## config.mk

```make
export PLATFORM = sky130hd
export DESIGN_NAME = binary_semaphore_wait_queue
export DESIGN_NICKNAME = d
export VERILOG_FILES = /design/src/sv/bswq_pkg.sv /design/src/sv/binary_semaphore_wait_queue.sv /design/src/sv/bswq_ctrl.sv /design/src/sv/bswq_dpath.sv
export SDC_FILE = /design/constraint.sdc
export NUM_CORES = 1
export LEC_CHECK = 0
export BUFFER_PORTS_ARGS = -buffer_cell sky130_fd_sc_hd__buf_2
export CAP_MARGIN = 20
export CELL_PAD_IN_SITES_DETAIL_PLACEMENT = 0
export CELL_PAD_IN_SITES_GLOBAL_PLACEMENT = 1
export CORE_ASPECT_RATIO = 0.75
export CORE_MARGIN = 5
export CORE_UTILIZATION = 48
export DETAILED_ROUTE_END_ITERATION = 7
export PLACE_DENSITY = 0.85
export SETUP_SLACK_MARGIN = 0.5
export SYNTH_ARGS = -nofsm -noshare
export SYNTH_HDL_FRONTEND = slang
export SYNTH_SLANG_ARGS = --single-unit
```

## constraint.sdc

```tcl
create_clock -name i_clk -period 2.3 [get_ports i_clk]
set_input_delay 0.345 -clock i_clk [delete_from_list [all_inputs] [get_ports i_clk]]
set_output_delay 0.345 -clock i_clk [all_outputs]
set_load 0.005 [all_outputs]
```

## src/sv/bswq_pkg.sv

```systemverilog
package bswq_pkg;

    localparam int DEF_MAX_THREADS = 8;
    localparam int TID_W           = 3;
    localparam int OUTCOME_W       = 3;
    localparam int COUNT_OUT_W     = 4;

    typedef enum logic [0:0] {
        OP_WAIT = 1'b0,
        OP_POST = 1'b1
    } t_opcode;

    typedef enum logic [OUTCOME_W-1:0] {
        OUT_GRANTED = 3'd0,
        OUT_BLOCKED = 3'd1,
        OUT_SET     = 3'd2,
        OUT_WOKEN   = 3'd3,
        OUT_FULL    = 3'd4
    } t_outcome;

    typedef struct packed {
        logic accept;
        logic exec;
    } t_cmd;

endpackage

```

## src/sv/binary_semaphore_wait_queue.sv

```systemverilog
// Binary semaphore with a first-in first-out queue of blocked thread ids. An item is accepted
// when start is high and busy is low; each item first reads the oldest waiter's slot from the
// queue memory, as it is accepted, and then updates the state, and its result appears on
// the output ports for exactly one cycle with o_done high, in the cycle after the update. The
// receiver cannot stall, so every result must be taken in the cycle in which it is shown. A
// new item may be started in the cycle in which the previous result is shown. The initial
// value register is always ready and loads the semaphore value at once; write it only while idle.
module binary_semaphore_wait_queue #(
    parameter int MAX_THREADS = bswq_pkg::DEF_MAX_THREADS
) (
    input  logic                                i_clk,
    input  logic                                i_rst_n,
    input  logic                                start,
    output logic                                busy,
    input  logic                                i_opcode,
    input  logic [bswq_pkg::TID_W-1:0]          i_thread_id,
    input  logic                                i_cfg_valid,
    output logic                                o_cfg_ready,
    input  logic                                i_cfg_data,
    output logic                                o_done,
    output logic [bswq_pkg::OUTCOME_W-1:0]      o_outcome,
    output logic [bswq_pkg::TID_W-1:0]          o_woken_thread,
    output logic                                o_sem_value,
    output logic [bswq_pkg::COUNT_OUT_W-1:0]    o_waiter_count
);
    import bswq_pkg::*;

    t_cmd w_cmd;

    assign o_cfg_ready = 1'b1;

    bswq_ctrl u_ctrl (
        .i_clk   (i_clk),
        .i_rst_n (i_rst_n),
        .start   (start),
        .busy    (busy),
        .o_cmd   (w_cmd)
    );

    bswq_dpath #(
        .MAX_THREADS (MAX_THREADS)
    ) u_dpath (
        .i_clk          (i_clk),
        .i_rst_n        (i_rst_n),
        .i_cmd          (w_cmd),
        .i_opcode       (i_opcode),
        .i_thread_id    (i_thread_id),
        .i_cfg_valid    (i_cfg_valid),
        .i_cfg_data     (i_cfg_data),
        .o_done         (o_done),
        .o_outcome      (o_outcome),
        .o_woken_thread (o_woken_thread),
        .o_sem_value    (o_sem_value),
        .o_waiter_count (o_waiter_count)
    );

endmodule

```

## src/sv/bswq_ctrl.sv

```systemverilog
module bswq_ctrl (
    input  logic           i_clk,
    input  logic           i_rst_n,
    input  logic           start,
    output logic           busy,
    output bswq_pkg::t_cmd o_cmd
);
    import bswq_pkg::*;

    typedef enum logic [1:0] {
        S_IDLE = 2'b01,
        S_EXEC = 2'b10
    } t_state;

    t_state r_state;
    t_state n_state;

    always_comb begin
        n_state = r_state;
        case (r_state)
            S_IDLE: begin
                if (start) begin
                    n_state = S_EXEC;
                end
            end
            S_EXEC: begin
                n_state = S_IDLE;
            end
            default: begin
                n_state = S_IDLE;
            end
        endcase
    end

    always_ff @(posedge i_clk) begin
        if (!i_rst_n) begin
            r_state <= S_IDLE;
        end else begin
            r_state <= n_state;
        end
    end

    assign busy         = (r_state != S_IDLE);
    assign o_cmd.accept = (r_state == S_IDLE) && start;
    assign o_cmd.exec   = (r_state == S_EXEC);

endmodule

```

## src/sv/bswq_dpath.sv

```systemverilog
module bswq_dpath #(
    parameter int MAX_THREADS = bswq_pkg::DEF_MAX_THREADS
) (
    input  logic                                i_clk,
    input  logic                                i_rst_n,
    input  bswq_pkg::t_cmd                      i_cmd,
    input  logic                                i_opcode,
    input  logic [bswq_pkg::TID_W-1:0]          i_thread_id,
    input  logic                                i_cfg_valid,
    input  logic                                i_cfg_data,
    output logic                                o_done,
    output logic [bswq_pkg::OUTCOME_W-1:0]      o_outcome,
    output logic [bswq_pkg::TID_W-1:0]          o_woken_thread,
    output logic                                o_sem_value,
    output logic [bswq_pkg::COUNT_OUT_W-1:0]    o_waiter_count
);
    import bswq_pkg::*;

    localparam int IW = (MAX_THREADS > 1) ? $clog2(MAX_THREADS) : 1;
    localparam int CW = $clog2(MAX_THREADS + 1);

    logic [TID_W-1:0] r_ring [MAX_THREADS];
    logic [TID_W-1:0] r_rd_data;

    logic             r_op;
    logic [TID_W-1:0] r_tid;
    logic             r_value;
    logic [IW-1:0]    r_head;
    logic [IW-1:0]    r_tail;
    logic [CW-1:0]    r_count;

    logic             n_value;
    logic [IW-1:0]    n_head;
    logic [IW-1:0]    n_tail;
    logic [CW-1:0]    n_count;
    t_outcome         n_outcome;
    logic [TID_W-1:0] n_woken;
    logic             n_ring_we;

    logic                 r_done;
    t_outcome             r_outcome;
    logic [TID_W-1:0]     r_woken;
    logic                 r_sem;
    logic [CW+COUNT_OUT_W-1:0] r_count_wide;

    always_comb begin
        n_value   = r_value;
        n_head    = r_head;
        n_tail    = r_tail;
        n_count   = r_count;
        n_outcome = OUT_SET;
        n_woken   = '0;
        n_ring_we = 1'b0;
        if (r_op == OP_WAIT) begin
            if (r_value) begin
                n_value   = 1'b0;
                n_outcome = OUT_GRANTED;
            end else if (r_count == CW'(MAX_THREADS)) begin
                n_outcome = OUT_FULL;
            end else begin
                n_ring_we = 1'b1;
                n_tail    = (r_tail == IW'(MAX_THREADS - 1)) ? '0 : r_tail + 1'b1;
                n_count   = r_count + 1'b1;
                n_outcome = OUT_BLOCKED;
            end
        end else begin
            if (!r_value && (r_count != '0)) begin
                n_woken   = r_rd_data;
                n_head    = (r_head == IW'(MAX_THREADS - 1)) ? '0 : r_head + 1'b1;
                n_count   = r_count - 1'b1;
                n_outcome = OUT_WOKEN;
            end else begin
                n_value   = 1'b1;
                n_outcome = OUT_SET;
            end
        end
    end

    always_ff @(posedge i_clk) begin
        if (i_cmd.exec && n_ring_we) begin
            r_ring[r_tail] <= r_tid;
        end
        if (i_cmd.accept) begin
            r_rd_data <= r_ring[r_head];
            r_op      <= i_opcode;
            r_tid     <= i_thread_id;
        end
        if (i_cmd.exec) begin
            r_outcome    <= n_outcome;
            r_woken      <= n_woken;
            r_sem        <= n_value;
            r_count_wide <= {{COUNT_OUT_W{1'b0}}, n_count};
        end
    end

    always_ff @(posedge i_clk) begin
        if (!i_rst_n) begin
            r_value <= 1'b1;
            r_head  <= '0;
            r_tail  <= '0;
            r_count <= '0;
            r_done  <= 1'b0;
        end else begin
            r_done <= i_cmd.exec;
            if (i_cfg_valid) begin
                r_value <= i_cfg_data;
            end else if (i_cmd.exec) begin
                r_value <= n_value;
                r_head  <= n_head;
                r_tail  <= n_tail;
                r_count <= n_count;
            end
        end
    end

    assign o_done         = r_done;
    assign o_outcome      = r_outcome;
    assign o_woken_thread = r_woken;
    assign o_sem_value    = r_sem;
    assign o_waiter_count = r_count_wide[COUNT_OUT_W-1:0];

endmodule
```

==> reports/qor.yml <==
outcome: "finished clean"
rows: 22
nNetsFinal: 207
drc: 0
root_buffer: "clkbuf_8"
setup_tns_ns: 0
num_vias: 1340
postSynthAreaPerCell_sq_um: 14.4
max_cap_violations: 0
grt_overflow: 0
crit_fanout: 7
synth_xor_area_frac: 0.0110
clock_sinks: 56
hold_viol_final: 0
power_density_mw_per_mm2: 629
min_from: "i_thread_id[1]"
hold-worst-slack_ns: 0.206
hold_class: "input pin to register"
routed_wl_microns: 4190
first_iter_violations: 120
post_drt_wl_per_cell_microns: 16.6
p_sw_w: 0.000367
dp_cells: 244
final_util: 0.558
fin_crit_sh: 0.731
cp.arrival_ns: 1.68
grt_max_degree: 19
synthSimpleGateAreaFrac: 0.144
finalWorstSetupSlack_ns: 0.619
synth-adder-area-share: 0.0313
via_per_inst: 5.30
syn_area_sq_mm: 0.00240
endpoint: "u_dpath.r_ring[2][2]"
rr_worst_depth: 5
synth_top_family_by_area: "simple AND/OR/NAND/NOR gates"
io_buffers: 21
multiInputGateArea_sq_um: 850
criticalPathCategory: "register to register"
synth_seq_cells: 56
dp_slack_ns: 0.390
insertion_delay_ns: 0.31
power_frac_comb: 0.035
htreeDepth: 2
use_met1: 0.200
muxShareOfSynthArea: 0.0996
synth_edf_count: 42
grt_usage: 0.141
io_pins: 23
yosys_warnings: 0
clk_pin_slew_ns: 0.10
ys_types: 40
ys.flop_type: "edfxtp_1"
fin_skew_ns: 0.00900
drtPass1Iterations: 4
grtUsageMet3: 0.0336
antenna_cells: 0
p_int_w: 0.00134
cts_tree: "built"
fillers: 394
start_kind: "register"
use_met2: 0.206
fin_cells: 253
swShare: 0.215
rr_endpoint: "u_dpath.r_ring[2][2]"
fmax_ghz: 0.595
final_layout_size_suffix_gt1_frac: 0.326
synthTopCellsByArea: "edfxtp_1 (53%), dfxtp_1 (12%), mux4_2 (5.6%)"
dieArea_sq_mm: 0.00653
synth_nets: 181
gp_congestion: 0.826
required_ns: 2.30
grt_busiest_layer: "met2"
async_reset_ff_frac: 0
finalSetupViolations: 0
die_w_microns: 91.6
synth_compound_area_frac: 0.0454
cts_buffer_depth: 2
peakVddDrop_mv: 0.399
finalMaxSlewViolations: 0
synth.top_cell.area_share: 0.526
synth-seq-area-share: 0.643
clkPwrFrac: 0.312
fin_crit_ns: 1.68
start_util: 0.492
numCtsBuffers: 5
synthCells: 166
drtAntennaViolNets: 0
regArea_sq_mm: 0.00155
synth_top_area_cell: "edfxtp_1"
grt_pass1_vias: 1387
grt_antenna_before_repair: 0
grt_pass1_wl_microns: 7040
p_leak_nw: 0.947
syn2layout_area_growth_pct: 13.4
end_kind: "register"
r2r_start: "u_dpath.r_count[1]"
p_seq_frac: 0.653
rsz0062_at_grt: "false"
hpwlAfterDp_microns: 3130
fp.coreArea_sq_mm: 0.00487
r2r_slack_ns: 0.62
die_height_microns: 71.2
cp-startpoint: "u_dpath.r_count[1]"
==> metrics by stage <==
step                      cell area, sq um  power, W
final                                 2720   0.00171
after global routing                  2720   0.00178
after CTS                             2670   0.00172
after detailed placement              2570   0.00120
after global placement                2570   0.00120
after floorplan                       2400   0.00117
==> registers in the layout, summed over array words and instances (netlist names), 2 cells and up <==
signal and count:
u_dpath.r_tid 3, u_dpath.r_head 3, u_dpath.o_outcome 3, u_ctrl.r_state 2, u_dpath.r_rd_data 3, u_dpath.r_ring 24
u_dpath.r_count_wide 4, u_dpath.r_count 4, u_dpath.r_tail 3, u_dpath.o_woken_thread 3
==> worst max-delay path: stages, from the launching register on <==
cell,delay [ns]
dfxtp_2,0.41
inv_1,0.09
ha_4,0.19
nand3b_2,0.13
nand4_1,0.24
nor3_2,0.32
==> placed cells by master (no fill, tap or decap), drive strengths merged, types with 3 or more instances in the layout <==
cell / instances
inv: 6
nor2: 11
nand3b: 3
and2: 5
mux4: 6
ha: 6
a21boi: 3
nor3b: 3
dfxtp: 14
mux2: 3
edfxtp: 42
nand2b: 6
nor3: 4
nor2b: 6
mux2i: 7
clkbuf: 5
buf: 25
nand2: 12
==> final cells by class <==
cell class                      instances  share of cell area
Tap cell                               60              0.0276
Multi-Input combinational cell         98               0.312
Clock inverter                          3             0.00874
Timing Repair Buffer                   25              0.0497
Clock buffer                            5              0.0253
Inverter                                6             0.00828
Sequential cell                        56               0.568
==> power by group through the flow <==
stage | clock network, W | logic, W | registers (W)
3_3_place_gp | 0 | 0.0000576 | 0.00114
6_report | 0.000534 | 0.0000598 | 0.00112
2_1_floorplan | 0 | 0.0000389 | 0.00113
3_5_place_dp | 0 | 0.0000592 | 0.00114
4_1_cts | 0.000550 | 0.0000595 | 0.00112
5_1_grt | 0.000598 | 0.0000671 | 0.00112
==> worst min path at each step <==
stage | endpoint | slack [ns] | cells after the start
after floorplan | u_dpath.o_outcome[1] | 0.43 | 0
final | u_dpath.r_tid[1] | 0.21 | 1
after CTS | u_dpath.r_tid[1] | 0.19 | 1
after detailed placement | u_dpath.o_woken_thread[0] | 0.51 | 1
after global placement | u_dpath.r_count[0] | 0.49 | 2
after global routing | u_dpath.r_tid[2] | 0.19 | 1
==> cells by family after synthesis <==
| group | Yosys count |
|---|---|
| AOI/OAI and AO/OA | 15 |
| xor gates and xnor gates | 3 |
| adders and majority gates | 6 |
| buffers and inverters | 12 |
| DFF | 56 |
| muxes | 16 |
| other | 1 |
| and+or+nand+nor | 57 |
==> timing repair <==
item                                    in CTS  in global routing
endpoints found under the setup margin       6                 35
endpoints found under the hold margin        0                  0
buffers inserted                             0                  1
hold buffers                                 0                  0
pin swaps                                    0                  2
resized for setup                            2                 13
==> per-layer routing <==
| layer | up-vias | wire length (microns) |
|---|---|---|
| met2 | 35 | 1860 |
| met1 | 636 | 2050 |
| met3 | 9 | 195 |
| li1 | 660 | - |
| met5 | - | 0 |
| met4 | 0 | 74 |
==> cells in the mapped netlist, types with 2 or more instances <==
library cell / number
nor3b_4: 2
inv_1: 6
dfxtp_1: 14
nand4_1: 2
nor2b_1: 6
nand2b_1: 6
mux2i_1: 7
mux2_2: 3
buf_2: 2
mux4_2: 6
nand2_1: 12
nand3b_1: 2
buf_4: 3
edfxtp_1: 42
nor2_1: 10
ha_1: 6
o21a_1: 2
a21oi_1: 2
and2_1: 5
xor2_1: 2
a21boi_1: 2
nor3_1: 4
o21ai_0: 2
a31oi_1: 2
No activity file was read; power rests on OpenSTA's default activity.
